--- config.mk ---
export PLATFORM = sky130hd
export DESIGN_NAME = sound_request_slot_allocator_core
export DESIGN_NICKNAME = d
export VERILOG_FILES = /design/src/sv/srsa_pkg.sv /design/src/sv/sound_request_slot_allocator_core.sv
export SDC_FILE = /design/constraint.sdc
export NUM_CORES = 1
export LEC_CHECK = 0
export BUFFER_PORTS_ARGS = -buffer_cell sky130_fd_sc_hd__buf_2
export CAP_MARGIN = 15
export CORE_MARGIN = 4
export CORE_UTILIZATION = 58
export DETAILED_ROUTE_END_ITERATION = 8
export HOLD_SLACK_MARGIN = 0.1
export PLACE_DENSITY = 0.84
export SYNTH_ARGS = -nofsm -noshare
export SYNTH_HDL_FRONTEND = slang
export SYNTH_SLANG_ARGS = --single-unit
--- constraint.sdc ---
create_clock -name i_clk -period 13.4 [get_ports i_clk]
set_input_delay 0.67 -clock i_clk [delete_from_list [all_inputs] [get_ports i_clk]]
set_output_delay 0.67 -clock i_clk [all_outputs]
set_load 0.02 [all_outputs]
--- src/sv/srsa_pkg.sv ---
// ----------------------------------------------------------------------------
// srsa_pkg
// Shared constants, codes and helper functions for the sound request slot
// allocator: table geometry, status codes, register indexes and clamps.
// ----------------------------------------------------------------------------
`default_nettype none

package srsa_pkg;

    // Table geometry
    localparam int SLOT_COUNT  = 32;
    localparam int SLOT_W      = (SLOT_COUNT > 1) ? $clog2(SLOT_COUNT) : 1;
    localparam int SOUND_COUNT = 256;

    // Field widths
    localparam int STATUS_W   = 3;
    localparam int SLOT_FLD_W = 5;
    localparam int SOUND_W    = 8;
    localparam int PRIO_W     = 8;
    localparam int FLAGS_W    = 4;
    localparam int PAN_IN_W   = 16;
    localparam int PAN_W      = 15;
    localparam int VREQ_W     = 16;
    localparam int BASE_W     = 15;
    localparam int VOL_W      = 16;
    localparam int MASTER_W   = 7;
    localparam int SCHEMA_W   = 2;
    localparam int CALC_W     = 18;

    // Configuration port
    localparam int CFG_INDEX_W = 2;
    localparam int CFG_DATA_W  = 7;
    localparam logic [CFG_INDEX_W-1:0] CFG_SOUND_DISABLED = 2'd0;
    localparam logic [CFG_INDEX_W-1:0] CFG_MASTER_VOLUME  = 2'd1;
    localparam logic [CFG_INDEX_W-1:0] CFG_SFX_SCHEMA     = 2'd2;

    // Register reset values
    localparam logic [MASTER_W-1:0] MASTER_RESET = 7'd100;
    localparam logic [SCHEMA_W-1:0] SCHEMA_RESET = 2'd2;

    // Schema codes
    localparam logic [SCHEMA_W-1:0] SCHEMA_AS1 = 2'd0;
    localparam logic [SCHEMA_W-1:0] SCHEMA_ZS1 = 2'd1;

    // Commands
    localparam logic CMD_PLAY  = 1'b0;
    localparam logic CMD_CLEAR = 1'b1;

    // Status codes
    localparam logic [STATUS_W-1:0] ST_FREE     = 3'd0;
    localparam logic [STATUS_W-1:0] ST_REPLACED = 3'd1;
    localparam logic [STATUS_W-1:0] ST_QUIET    = 3'd2;
    localparam logic [STATUS_W-1:0] ST_DUP      = 3'd3;
    localparam logic [STATUS_W-1:0] ST_INVALID  = 3'd4;
    localparam logic [STATUS_W-1:0] ST_CLEARED  = 3'd5;

    // Volume and pan constants
    localparam int VOL_FLOOR    = -3000;
    localparam int CLAMP_HI     = 10000;
    localparam int CLAMP_LO     = -10000;
    localparam int MASTER_FULL  = 100;
    localparam int MASTER_SHIFT = 5;      // 32 per master step
    localparam logic [PRIO_W-1:0]  VIP_PRIORITY = 8'd100;
    localparam logic [FLAGS_W-1:0] VIP_FLAG     = 4'h8;

    localparam int VOL_MAX = 32767;
    localparam int VOL_MIN = -32768;

    // Saturate a wide volume to the stored width.
    function automatic logic signed [VOL_W-1:0] sat_vol(input logic signed [CALC_W-1:0] v);
        if (v > CALC_W'(VOL_MAX)) begin
            return VOL_W'(VOL_MAX);
        end else if (v < CALC_W'(VOL_MIN)) begin
            return VOL_W'(VOL_MIN);
        end
        return v[VOL_W-1:0];
    endfunction

    // Clamp a wide volume to +-10000.
    function automatic logic signed [CALC_W-1:0] clamp_vol(input logic signed [CALC_W-1:0] v);
        if (v > CALC_W'(CLAMP_HI)) begin
            return CALC_W'(CLAMP_HI);
        end else if (v < CALC_W'(CLAMP_LO)) begin
            return CALC_W'(CLAMP_LO);
        end
        return v;
    endfunction

    // Clamp the requested pan to +-10000.
    function automatic logic signed [PAN_W-1:0] clamp_pan(input logic signed [PAN_IN_W-1:0] v);
        if (v > PAN_IN_W'(CLAMP_HI)) begin
            return PAN_W'(CLAMP_HI);
        end else if (v < PAN_IN_W'(CLAMP_LO)) begin
            return PAN_W'(CLAMP_LO);
        end
        return v[PAN_W-1:0];
    endfunction

endpackage

`default_nettype wire

--- src/sv/sound_request_slot_allocator_core.sv ---
// ----------------------------------------------------------------------------
// sound_request_slot_allocator_core
// Admits sound play requests into a slot table, computes the stored volume
// and pan, and reports where each request went; also empties single slots.
// ----------------------------------------------------------------------------
//
//  Channel  | Direction | Handshake               | Payload
//  ---------+-----------+-------------------------+-------------------------------
//  request  | in        | i_in_valid / o_in_stall | command, sound fields, clear_slot
//  result   | out       | o_out_valid/i_out_stall | status, slot, volume, pan
//  config   | in        | i_cfg_we                | i_cfg_index, i_cfg_data
//
//  A clear or an invalid request goes from S_CALC straight to S_EMIT, a
//  too-quiet request passes S_CALC and S_DECIDE. A stored request also passes
//  S_SCAN: the scan stops at the first empty slot; a full table is walked
//  over all SLOT_COUNT slots and S_RESOLVE then picks the victim. One table
//  slot is read per cycle, and the sequencer passes through S_IDLE before
//  the next item can be accepted.
//  One item is in work at a time; o_in_stall is high from acceptance until
//  the result has been moved into the output register.
//  A stalled result holds in the output register; the next item may be
//  accepted and worked on meanwhile. Reset empties every slot at once.
//
`default_nettype none

module sound_request_slot_allocator_core (
    input  wire                                      i_clk,
    input  wire                                      i_rst_n,

    // configuration write port
    input  wire                                      i_cfg_we,
    input  wire  [srsa_pkg::CFG_INDEX_W-1:0]         i_cfg_index,
    input  wire  [srsa_pkg::CFG_DATA_W-1:0]          i_cfg_data,

    // request channel
    input  wire                                      i_in_valid,
    output logic                                     o_in_stall,
    input  wire                                      i_command,
    input  wire  [srsa_pkg::SOUND_W-1:0]             i_sound_id,
    input  wire                                      i_sound_valid,
    input  wire  signed [srsa_pkg::PAN_IN_W-1:0]     i_pan_request,
    input  wire  signed [srsa_pkg::VREQ_W-1:0]       i_volume_request,
    input  wire  signed [srsa_pkg::BASE_W-1:0]       i_base_volume,
    input  wire  [srsa_pkg::PRIO_W-1:0]              i_sound_priority,
    input  wire  [srsa_pkg::FLAGS_W-1:0]             i_sound_flags,
    input  wire  [srsa_pkg::SLOT_FLD_W-1:0]          i_clear_slot,

    // result channel
    output logic                                     o_out_valid,
    input  wire                                      i_out_stall,
    output logic [srsa_pkg::STATUS_W-1:0]            o_status,
    output logic [srsa_pkg::SLOT_FLD_W-1:0]          o_slot,
    output logic signed [srsa_pkg::VOL_W-1:0]        o_final_volume,
    output logic signed [srsa_pkg::PAN_W-1:0]        o_final_pan
);

    import srsa_pkg::*;

    // Sequencer states
    localparam logic [2:0] S_IDLE    = 3'd0;
    localparam logic [2:0] S_CALC    = 3'd1;
    localparam logic [2:0] S_DECIDE  = 3'd2;
    localparam logic [2:0] S_SCAN    = 3'd3;
    localparam logic [2:0] S_RESOLVE = 3'd4;
    localparam logic [2:0] S_EMIT    = 3'd5;

    localparam logic [SLOT_W-1:0] LAST_SLOT = SLOT_W'(SLOT_COUNT - 1);

    // Configuration registers
    logic                       r_disabled;
    logic [MASTER_W-1:0]        r_master;
    logic [SCHEMA_W-1:0]        r_schema;

    // Captured request
    logic                       r_command;
    logic [SOUND_W-1:0]         r_sound_id;
    logic                       r_sound_valid;
    logic signed [PAN_IN_W-1:0] r_pan_req;
    logic signed [VREQ_W-1:0]   r_vreq;
    logic signed [BASE_W-1:0]   r_base;
    logic [PRIO_W-1:0]          r_prio;
    logic [FLAGS_W-1:0]         r_flags;
    logic [SLOT_FLD_W-1:0]      r_cslot;

    // Sequencer and working registers
    logic [2:0]                 r_state, n_state;
    logic signed [CALC_W-1:0]   r_basevol;
    logic signed [CALC_W-1:0]   r_vol;
    logic signed [VOL_W-1:0]    r_svol;
    logic signed [PAN_W-1:0]    r_pan;
    logic [SLOT_W-1:0]          r_idx;
    logic [SLOT_W-1:0]          r_best;
    logic [PRIO_W-1:0]          r_best_prio;
    logic                       r_same;

    // Pending result
    logic [STATUS_W-1:0]        r_res_status;
    logic [SLOT_FLD_W-1:0]      r_res_slot;
    logic signed [VOL_W-1:0]    r_res_vol;
    logic signed [PAN_W-1:0]    r_res_pan;

    // Output register
    logic                       r_out_valid;
    logic [STATUS_W-1:0]        r_out_status;
    logic [SLOT_FLD_W-1:0]      r_out_slot;
    logic signed [VOL_W-1:0]    r_out_vol;
    logic signed [PAN_W-1:0]    r_out_pan;

    // Slot table: used bits reset at once, the rest is written before it is read
    logic [SLOT_COUNT-1:0]      r_used;
    logic [SOUND_W-1:0]         r_tab_sound [SLOT_COUNT];
    logic [PRIO_W-1:0]          r_tab_prio  [SLOT_COUNT];

    // Combinational terms
    logic                       w_in_accept;
    logic                       w_out_free;
    logic                       w_invalid;
    logic                       w_clear_hit;
    logic signed [CALC_W-1:0]   w_master_off;
    logic signed [CALC_W-1:0]   w_basevol;
    logic signed [CALC_W-1:0]   w_vol;
    logic                       w_vip;
    logic signed [CALC_W-1:0]   w_sel;
    logic signed [CALC_W-1:0]   w_lim;
    logic                       w_scan_free;
    logic                       w_dup;
    logic                       w_tab_we;
    logic [SLOT_W-1:0]          w_tab_addr;

    assign w_in_accept = i_in_valid && !o_in_stall;
    assign w_out_free  = !r_out_valid || !i_out_stall;

    assign o_in_stall     = (r_state != S_IDLE);
    assign o_out_valid    = r_out_valid;
    assign o_status       = r_out_status;
    assign o_slot         = r_out_slot;
    assign o_final_volume = r_out_vol;
    assign o_final_pan    = r_out_pan;

    // Volume arithmetic: master offset is (master - 100) * 32
    always_comb begin
        w_master_off = (CALC_W'(signed'({1'b0, r_master})) - CALC_W'(MASTER_FULL))
                       <<< MASTER_SHIFT;
        w_basevol    = CALC_W'(r_base) + w_master_off;
        w_vol        = CALC_W'(r_vreq) + w_basevol;
        // vip: priority 100 under AS1, flag bit otherwise
        w_vip        = (r_schema == SCHEMA_AS1) ? (r_prio == VIP_PRIORITY)
                                                : ((r_flags & VIP_FLAG) != '0);
        w_sel        = w_vip ? r_basevol : r_vol;
        w_lim        = (r_schema == SCHEMA_ZS1) ? clamp_vol(w_sel) : w_sel;
    end

    assign w_invalid   = r_disabled || !r_sound_valid || (32'(r_sound_id) >= SOUND_COUNT);
    assign w_clear_hit = (32'(r_cslot) < SLOT_COUNT);
    assign w_scan_free = !r_used[r_idx];
    // Lowest priority landed on slot 0 while a later slot holds the same sound
    assign w_dup       = (r_best == '0) && r_same;

    // Table write port: first free slot during the scan, or the victim slot
    always_comb begin
        w_tab_we   = 1'b0;
        w_tab_addr = r_idx;
        if (r_state == S_SCAN && w_scan_free) begin
            w_tab_we = 1'b1;
        end else if (r_state == S_RESOLVE && !w_dup) begin
            w_tab_we   = 1'b1;
            w_tab_addr = r_best;
        end
    end

    // Sequencer next state
    always_comb begin
        n_state = r_state;
        unique case (r_state)
            S_IDLE: begin
                if (w_in_accept) n_state = S_CALC;
            end
            S_CALC: begin
                if (r_command == CMD_CLEAR || w_invalid) n_state = S_EMIT;
                else                                     n_state = S_DECIDE;
            end
            S_DECIDE: begin
                if (r_vol < CALC_W'(VOL_FLOOR)) n_state = S_EMIT;
                else                            n_state = S_SCAN;
            end
            S_SCAN: begin
                if (w_scan_free)             n_state = S_EMIT;
                else if (r_idx == LAST_SLOT) n_state = S_RESOLVE;
            end
            S_RESOLVE: begin
                n_state = S_EMIT;
            end
            S_EMIT: begin
                if (w_out_free) n_state = S_IDLE;
            end
            default: begin
                n_state = S_IDLE;
            end
        endcase
    end

    // Control state, configuration, used bits and output valid
    always_ff @(posedge i_clk) begin
        if (!i_rst_n) begin
            r_state     <= S_IDLE;
            r_disabled  <= 1'b0;
            r_master    <= MASTER_RESET;
            r_schema    <= SCHEMA_RESET;
            r_used      <= '0;
            r_out_valid <= 1'b0;
        end else begin
            r_state <= n_state;

            if (i_cfg_we) begin
                unique case (i_cfg_index)
                    CFG_SOUND_DISABLED: r_disabled <= i_cfg_data[0];
                    CFG_MASTER_VOLUME:  r_master   <= i_cfg_data[MASTER_W-1:0];
                    CFG_SFX_SCHEMA:     r_schema   <= i_cfg_data[SCHEMA_W-1:0];
                    default: ;
                endcase
            end

            // clear command empties its slot, even while sound is disabled
            if (r_state == S_CALC && r_command == CMD_CLEAR && w_clear_hit) begin
                r_used[SLOT_W'(r_cslot)] <= 1'b0;
            end
            if (w_tab_we) begin
                r_used[w_tab_addr] <= 1'b1;
            end

            if (r_state == S_EMIT && w_out_free) begin
                r_out_valid <= 1'b1;
            end else if (!i_out_stall) begin
                r_out_valid <= 1'b0;
            end
        end
    end

    // Payload and working registers
    always_ff @(posedge i_clk) begin
        if (w_in_accept) begin
            r_command     <= i_command;
            r_sound_id    <= i_sound_id;
            r_sound_valid <= i_sound_valid;
            r_pan_req     <= i_pan_request;
            r_vreq        <= i_volume_request;
            r_base        <= i_base_volume;
            r_prio        <= i_sound_priority;
            r_flags       <= i_sound_flags;
            r_cslot       <= i_clear_slot;
        end

        unique case (r_state)
            S_CALC: begin
                r_basevol <= w_basevol;
                r_vol     <= w_vol;
                if (r_command == CMD_CLEAR) begin
                    r_res_status <= ST_CLEARED;
                    r_res_slot   <= r_cslot;
                end else begin
                    r_res_status <= ST_INVALID;
                    r_res_slot   <= '0;
                end
                r_res_vol <= '0;
                r_res_pan <= '0;
            end
            S_DECIDE: begin
                // too quiet: report the raw volume, store nothing
                r_res_status <= ST_QUIET;
                r_res_slot   <= '0;
                r_res_vol    <= sat_vol(r_vol);
                r_res_pan    <= clamp_pan(r_pan_req);
                r_svol       <= sat_vol(w_lim);
                r_pan        <= clamp_pan(r_pan_req);
                r_idx        <= '0;
                r_best       <= '0;
                r_best_prio  <= '0;
                r_same       <= 1'b0;
            end
            S_SCAN: begin
                if (w_scan_free) begin
                    r_res_status <= ST_FREE;
                    r_res_slot   <= SLOT_FLD_W'(r_idx);
                    r_res_vol    <= r_svol;
                    r_res_pan    <= r_pan;
                end else begin
                    // track lowest priority, first index on ties
                    if (r_idx == '0 || r_tab_prio[r_idx] < r_best_prio) begin
                        r_best      <= r_idx;
                        r_best_prio <= r_tab_prio[r_idx];
                    end
                    if (r_idx != '0 && r_tab_sound[r_idx] == r_sound_id) begin
                        r_same <= 1'b1;
                    end
                    r_idx <= r_idx + 1'b1;
                end
            end
            S_RESOLVE: begin
                r_res_status <= w_dup ? ST_DUP : ST_REPLACED;
                r_res_slot   <= w_dup ? '0 : SLOT_FLD_W'(r_best);
                r_res_vol    <= r_svol;
                r_res_pan    <= r_pan;
            end
            default: ;
        endcase

        // load the output register only when it is free; hold while stalled
        if (r_state == S_EMIT && w_out_free) begin
            r_out_status <= r_res_status;
            r_out_slot   <= r_res_slot;
            r_out_vol    <= r_res_vol;
            r_out_pan    <= r_res_pan;
        end

        if (w_tab_we) begin
            r_tab_sound[w_tab_addr] <= r_sound_id;
            r_tab_prio[w_tab_addr]  <= r_prio;
        end
    end

endmodule

`default_nettype wire

==> impl_metrics.py, run 1 <==
metrics = {
    "critical_path": {
        "crit_required_ns": 13.64,
        "path_cells": "buf_4, buf_4, mux4_2, mux4_2, mux2_2, ha_1, o21ai_0, a31oi_1, o21ai_1, a21oi_1, a211oi_1, o31a_1",
        "cp-start-kind": "flop",
        "cp.buffers_inverters": 2,
        "worst_ep_arrival_time_ns": 6.05,
        "critPathSlowestCell": "buf_4",
        "crit_family": "buffers and inverters",
        "max_stage_delay_ns": 0.92,
        "worst_setup_path_end_kind": "flop",
        "crit_type": "flop to flop",
        "crit_fanout": 56,
    },
    "timing": {
        "setup_tns_ns": 0,
        "final.min_clock_period_ns": 5.81,
        "finalSetupViolations": 0,
        "skew_ns": 0.0329,
        "fmax_ghz": 0.172,
        "slew_violations": 0,
        "post-route-period-util_pct": 43.4,
        "rsz0062_at_grt": "false",
        "max_slew_margin_pct": 20.2,
        "final_hold_viol_count": 0,
        "worst_pin_slew_ns": 1.18,
    },
    "synthesis": {
        "synth_edf_count": 744,
        "yosysWarningCount": 0,
        "syn_area_mm2": 0.0322,
        "avgSynthCellArea_um2": 17.9,
        "ys_types": 70,
        "syn_nets": 1922,
        "synthArstFlopShare_pct": 0,
        "synth_seq_area_share_pct": 72.6,
        "synth_top_flop_cell": "edfxtp_1",
        "synth_seq_cells": 795,
        "synth_cells": 1795,
    },
    "drt": {
        "dr.pass1.iters": 6,
        "wl_um": 77900,
        "route.detailed.drc": 0,
        "drt_iter0_drc": 2742,
        "viasPerCell": 6.53,
        "avgRoutedWirePerCell_um": 28.1,
        "vias": 18086,
        "ant_nets": 0,
    },
    "global_routing": {
        "grt-ovfl-total": 0,
        "grt_pass1_vias": 18263,
        "antenna_found_initial": 1,
        "grt_max_degree": 62,
        "grt_pass1_wl_um": 116000,
        "grt_use_total_pct": 26.3,
    },
    "power": {
        "power_mw": 5.48,
        "p_int_mw": 4.21,
        "p_seq_share_pct": 53.7,
        "powerDensity_mw_per_mm2": 151,
        "p_switching_mw": 1.27,
        "power.leakage_nw": 12.2,
        "p_clk_share_pct": 38.7,
        "pwr-share-comb_pct": 7.7,
        "peakVddDrop_uv": 134,
        "p_sw_share_pct": 23.2,
    },
    "clock_network": {
        "cts_made_buffers": 75,
        "clk_pin_slew_ns": 0.06,
        "htree_levels": 3,
        "tritoncts": "done",
        "root_buffer": "clkbuf_16",
        "cts.sinks": 795,
        "ctsHoldBuffers": 0,
        "clk-insertion-delay-late_ns": 0.63,
        "cts_buffer_depth": 3,
        "cts_resized": 0,
        "post-cts-setup-buffer-count": 0,
    },
    "die": {
        "dieArea_mm2": 0.0593,
        "initial_core_util_pct": 58.6,
        "ioPinCount": 129,
        "die_w_um": 244,
        "placeableCoreArea_mm2": 0.0550,
        "floorplan.rows": 86,
        "die_h_um": 244,
    },
    "final_layout": {
        "drive_gt1_share_pct": 23.2,
        "regArea_mm2": 0.0234,
        "antenna_cells": 0,
        "multi_input_area_mm2": 0.00833,
        "nets": 2088,
        "mostFrequentLayoutCells": "edfxtp_1 (744), mux4_2 (131), buf_2 (125), nand2_1 (85), clkbuf_16 (77)",
        "n_fill_cell": 3341,
        "fin_util_pct": 65.9,
        "layout_commonest_cell": "edfxtp_1",
        "syn_to_final_growth_pct": 12.5,
    },
    "run_status": {
        "status": "finished clean",
    },
    "place": {
        "io_buffers": 125,
        "gp_congestion": 0.985,
        "dpl.hpwl_um": 43400,
    },
    "hold_path": {
        "min_path_type": "primary input to flop",
    },
    "run": {
        "cap_violations": 0,
    },
}
-- registers in the layout (all words and copies together), names as in the netlist, 7 cells and up, named ones only --
signal / flops
r_tab_prio: 256
r_tab_sound: 256
r_used: 32
r_vol: 17
o_final_volume: 16
r_basevol: 16
r_pan_req: 16
r_res_vol: 16
r_svol: 16
r_vreq: 16
o_final_pan: 15
r_base: 15
r_pan: 15
r_res_pan: 15
r_best_prio: 8
r_prio: 8
r_sound_id: 8
r_master: 7
-- cell families after synthesis --
group                    share of synthesized area [%]
flip-flops                                        72.6
buffers and inverters                             1.93
multiplexers                                      12.6
XOR/XNOR                                         0.816
adder cells (fa/ha/maj)                           1.59
AND/OR/NAND/NOR                                   4.93
AO/OA/AOI/OAI                                     5.60
-- final timing paths --
path / startpoint / to / slack, ns / cells past startpoint
worst min-delay path: i_volume_request[6] / r_vreq[6]$_DFFE_PP_ / 0.21 / 1
worst max register to register: flop / r_best_prio[0]$_SDFFCE_PN0P_ / 7.59 / 12
worst max-delay path: flop / r_best_prio[0]$_SDFFCE_PN0P_ / 7.59 / 12
worst min register to register: r_res_status[0]$_DFFE_PP_ / o_status[0]$_DFFE_PP_ / 0.41 / 0
-- power groups by stage --
stage                     sequential (mW)  combinational (mW)  clock (mW)
after floorplan                      2.98               0.272           0
after global placement               2.98               0.382           0
after detailed placement             2.99               0.402           0
after CTS                            2.94               0.412        2.13
after global routing                 2.95               0.456        2.24
final                                2.94               0.420        2.12
-- cell usage after synthesis (6+ instances only) --
cell type,count,area share (%)
nor2_1,88,1.0
a21o_1,6,0.14
nand3b_1,8,0.19
mux4_2,131,9.2
mux2_2,17,0.59
nand2b_1,12,0.23
buf_4,12,0.28
o21a_1,67,1.6
mux4_1,9,0.73
dfxtp_1,51,3.2
nand4_1,6,0.12
edfxtp_1,744,69
o21bai_1,6,0.14
buf_6,6,0.21
and2_1,12,0.23
a22oi_1,17,0.40
nor2_4,8,0.28
nand3_1,29,0.45
buf_2,20,0.31
o21ai_0,45,0.70
ha_1,37,1.4
o2111ai_1,6,0.16
nor2b_1,16,0.31
buf_1,9,0.10
a22o_1,16,0.44
inv_1,46,0.54
clkbuf_1,31,0.36
xor2_1,10,0.27
nor3_1,14,0.22
a21oi_1,43,0.67
and3_1,12,0.23
xnor2_1,20,0.54
a31oi_1,9,0.17
mux2i_1,67,2.1
nand2_1,85,0.99
-- per-layer routing --
layer / share of wire (%) / vias to the layer above / GRT usage, %
li1: - / 7490 / -
met1: 35 / 9045 / 34.4
met2: 49 / 1342 / 43.1
met3: 11 / 209 / 6.68
met4: 4.0 / 0 / 10.2
met5: 0 / - / 0
-- per-stage QoR --
stage / setup slack, ns / std cells / hold slack (ns) / area (um2)
after floorplan: 8.94 / 1795 / 0.400 / 32200
final: 7.59 / 2770 / 0.214 / 36200
after global placement: 7.87 / 2631 / 0.405 / 33800
after global routing: 7.20 / 2770 / 0.197 / 36200
after CTS: 7.56 / 2769 / 0.191 / 36200
after detailed placement: 7.84 / 2631 / 0.405 / 33800
-- layout make-up --
type,count,share of cell area (%)
Sequential cell,795,64.5
Timing Repair Buffer,169,2.67
Inverter,46,0.477
Clock buffer,100,5.69
Multi-Input combinational cell,874,23.0
Tap cell,748,2.58
Clock inverter,38,1.06
Power figures use the tool's default switching activity.
==> run 2, diff against run 1 <==
- CORE_UTILIZATION: 58 -> 56
- clock period: 13.4 -> 5.05 ns (I/O delays scaled with it)
==> run 2 against run 1 <==
  * Routed wire length grew 2.8%
  * Clock skew shrank 0.0070 ns
  * Global-route usage is essentially flat
  * Critical path type unchanged
  * Largest cell class unchanged
==> impl_metrics.py, run 2 (synthesized netlist as in run 1, its figures left out) <==
metrics = {
    "critical_path": {
        "path_cells": "buf_12, mux4_2, mux4_2, mux2_2, ha_1, o21ai_0, a31oi_1, o21ai_1, a21oi_1, a211oi_1, o31a_1, buf_4",
        "crit_cells": 12,
        "crit_required_ns": 5.37,
        "reg2reg_depth": 12,
        "cp.buffers_inverters": 2,
        "crit_family": "multiplexers",
        "crit_type": "flop to flop",
        "critPathSlowestCell": "dfxtp_4",
        "max_stage_delay_ns": 0.57,
        "worst_setup_path_end_kind": "flop",
        "worst_ep_arrival_time_ns": 4.55,
        "cpMostUsedCell": "mux4_2",
        "cp-start-kind": "flop",
        "crit_fanout": 27,
        "r2r_setup_slack_ns": 0.82,
    },
    "die": {
        "die_w_um": 248,
        "floorplan.rows": 87,
        "ioPinCount": 129,
        "placeableCoreArea_mm2": 0.0566,
        "initial_core_util_pct": 56.9,
        "dieArea_mm2": 0.0614,
        "die_h_um": 248,
    },
    "final_layout": {
        "fin_util_pct": 65.9,
        "drive_gt1_share_pct": 23.6,
        "antenna_cells": 0,
        "reg.largest.list": "r_tab_prio x256, r_tab_sound x256, r_used x32",
        "layout_commonest_cell": "edfxtp_1",
        "mostFrequentLayoutCells": "edfxtp_1 (744), mux4_2 (131), buf_2 (125), nand2_1 (85), dlygate4sd3_1 (81)",
        "syn_to_final_growth_pct": 15.8,
        "nets": 2193,
    },
    "timing": {
        "rsz0062_at_grt": "false",
        "final.min_clock_period_ns": 4.23,
        "worst_slack_ns": 0.819,
        "post-route-period-util_pct": 83.8,
        "worst_pin_slew_ns": 1.12,
        "final_hold_viol_count": 0,
        "finalSetupViolations": 0,
        "slew_violations": 0,
        "skew_ns": 0.0259,
        "setup_tns_ns": 0,
        "max_slew_margin_pct": 25.2,
        "fmax_ghz": 0.236,
    },
    "drt": {
        "avgRoutedWirePerCell_um": 27.8,
        "wl_um": 80000,
        "route.detailed.drc": 0,
        "ant_nets": 0,
        "dr.pass1.iters": 6,
        "viasPerCell": 6.51,
        "vias": 18752,
        "drt_iter0_drc": 3011,
    },
    "place": {
        "io_buffers": 125,
        "gp_congestion": 0.876,
        "place_ws_ns": 0.790,
        "dpl.hpwl_um": 45300,
    },
    "global_routing": {
        "grt_max_degree": 59,
        "antenna_found_initial": 0,
        "grt_use_total_pct": 26.3,
        "grt_pass1_vias": 19092,
        "grt-ovfl-total": 0,
        "grt_pass1_wl_um": 120000,
    },
    "hold_path": {
        "min_path_cells": 3,
        "min_path_type": "primary input to flop",
    },
    "clock_network": {
        "cts_made_buffers": 75,
        "cts_buffer_depth": 3,
        "clk_pin_slew_ns": 0.06,
        "clk-insertion-delay-late_ns": 0.61,
        "cts.sinks": 795,
        "tritoncts": "done",
        "htree_levels": 3,
        "root_buffer": "clkbuf_16",
    },
    "run": {
        "cap_violations": 0,
    },
    "power": {
        "powerDensity_mw_per_mm2": 395,
        "peakVddDrop_uv": 446,
        "power.leakage_nw": 12.7,
    },
    "run_status": {
        "status": "finished clean",
    },
}
==> run 2: cell types whose count changed in the layout (fill, tap and decap cells not counted), moves of 4 or more <==
cell           change
clkinv_2           +8
clkinv_1           -4
dlygate4sd3_1     +81
bufinv_16          +4
buf_4             +21
clkbuf_1           -7
==> run 2: routing by layer <==
layer  routed length, um  track usage (%)  share of wire (%)
met1               28100             34.3                 35
met2               39900             43.9                 50
met3                8150             4.84                 10
met4                3940             11.6                4.9
met5                   0                0                  0
==> run 2: where the power goes <==
group	leakage [nW]	switching (mW)	internal, mW
clock	1.22	2.40	3.33
sequential	7.18	0.189	7.60
combinational	4.33	0.764	0.448
==> run 2: path summary, 6_finish.rpt <==
check,startpoint,endpoint
setup reg to reg,flop,r_best[0]$_SDFFCE_PN0P_
hold reg to reg,r_res_vol[7]$_DFFE_PP_,o_final_volume[7]$_DFFE_PP_
setup / recovery,flop,r_best[0]$_SDFFCE_PN0P_
hold / removal,i_in_valid,r_state[2]$_SDFFE_PN0P_
==> run 2: cell type report <==
type	instances	area [um2]
multi-input combinational	874	8330
tap	756	946
sequential	795	23400
fill	3492	19300
clock inverter	42	439
clock buffer	92	2030
timing repair buffer	274	2000
inverter	46	173
==> run 2: tightest hold or removal path, cell delays in order <==
cell	delay [ns]
buf_2	0.13
o21ai_0	0.24
a211oi_1	0.07
==> run 2: what timing repair did <==
item                                    in CTS  in global routing
setup buffers                                0                  0
endpoints found under the hold margin       84                  0
endpoints found under the setup margin       0                  0
gates resized for setup                      0                  0
hold buffers                                81                  0
==> run 2: stage by stage <==
step	cell area (um2)	power (mW)	instances	hold slack (ns)
after floorplan	32200	8.62	1795	0.351
after global placement	34000	8.94	2663	0.403
after detailed placement	34000	9.01	2663	0.405
after CTS	37300	14.7	2878	0.127
after global routing	37300	15.2	2879	0.177
final	37300	14.7	2879	0.148
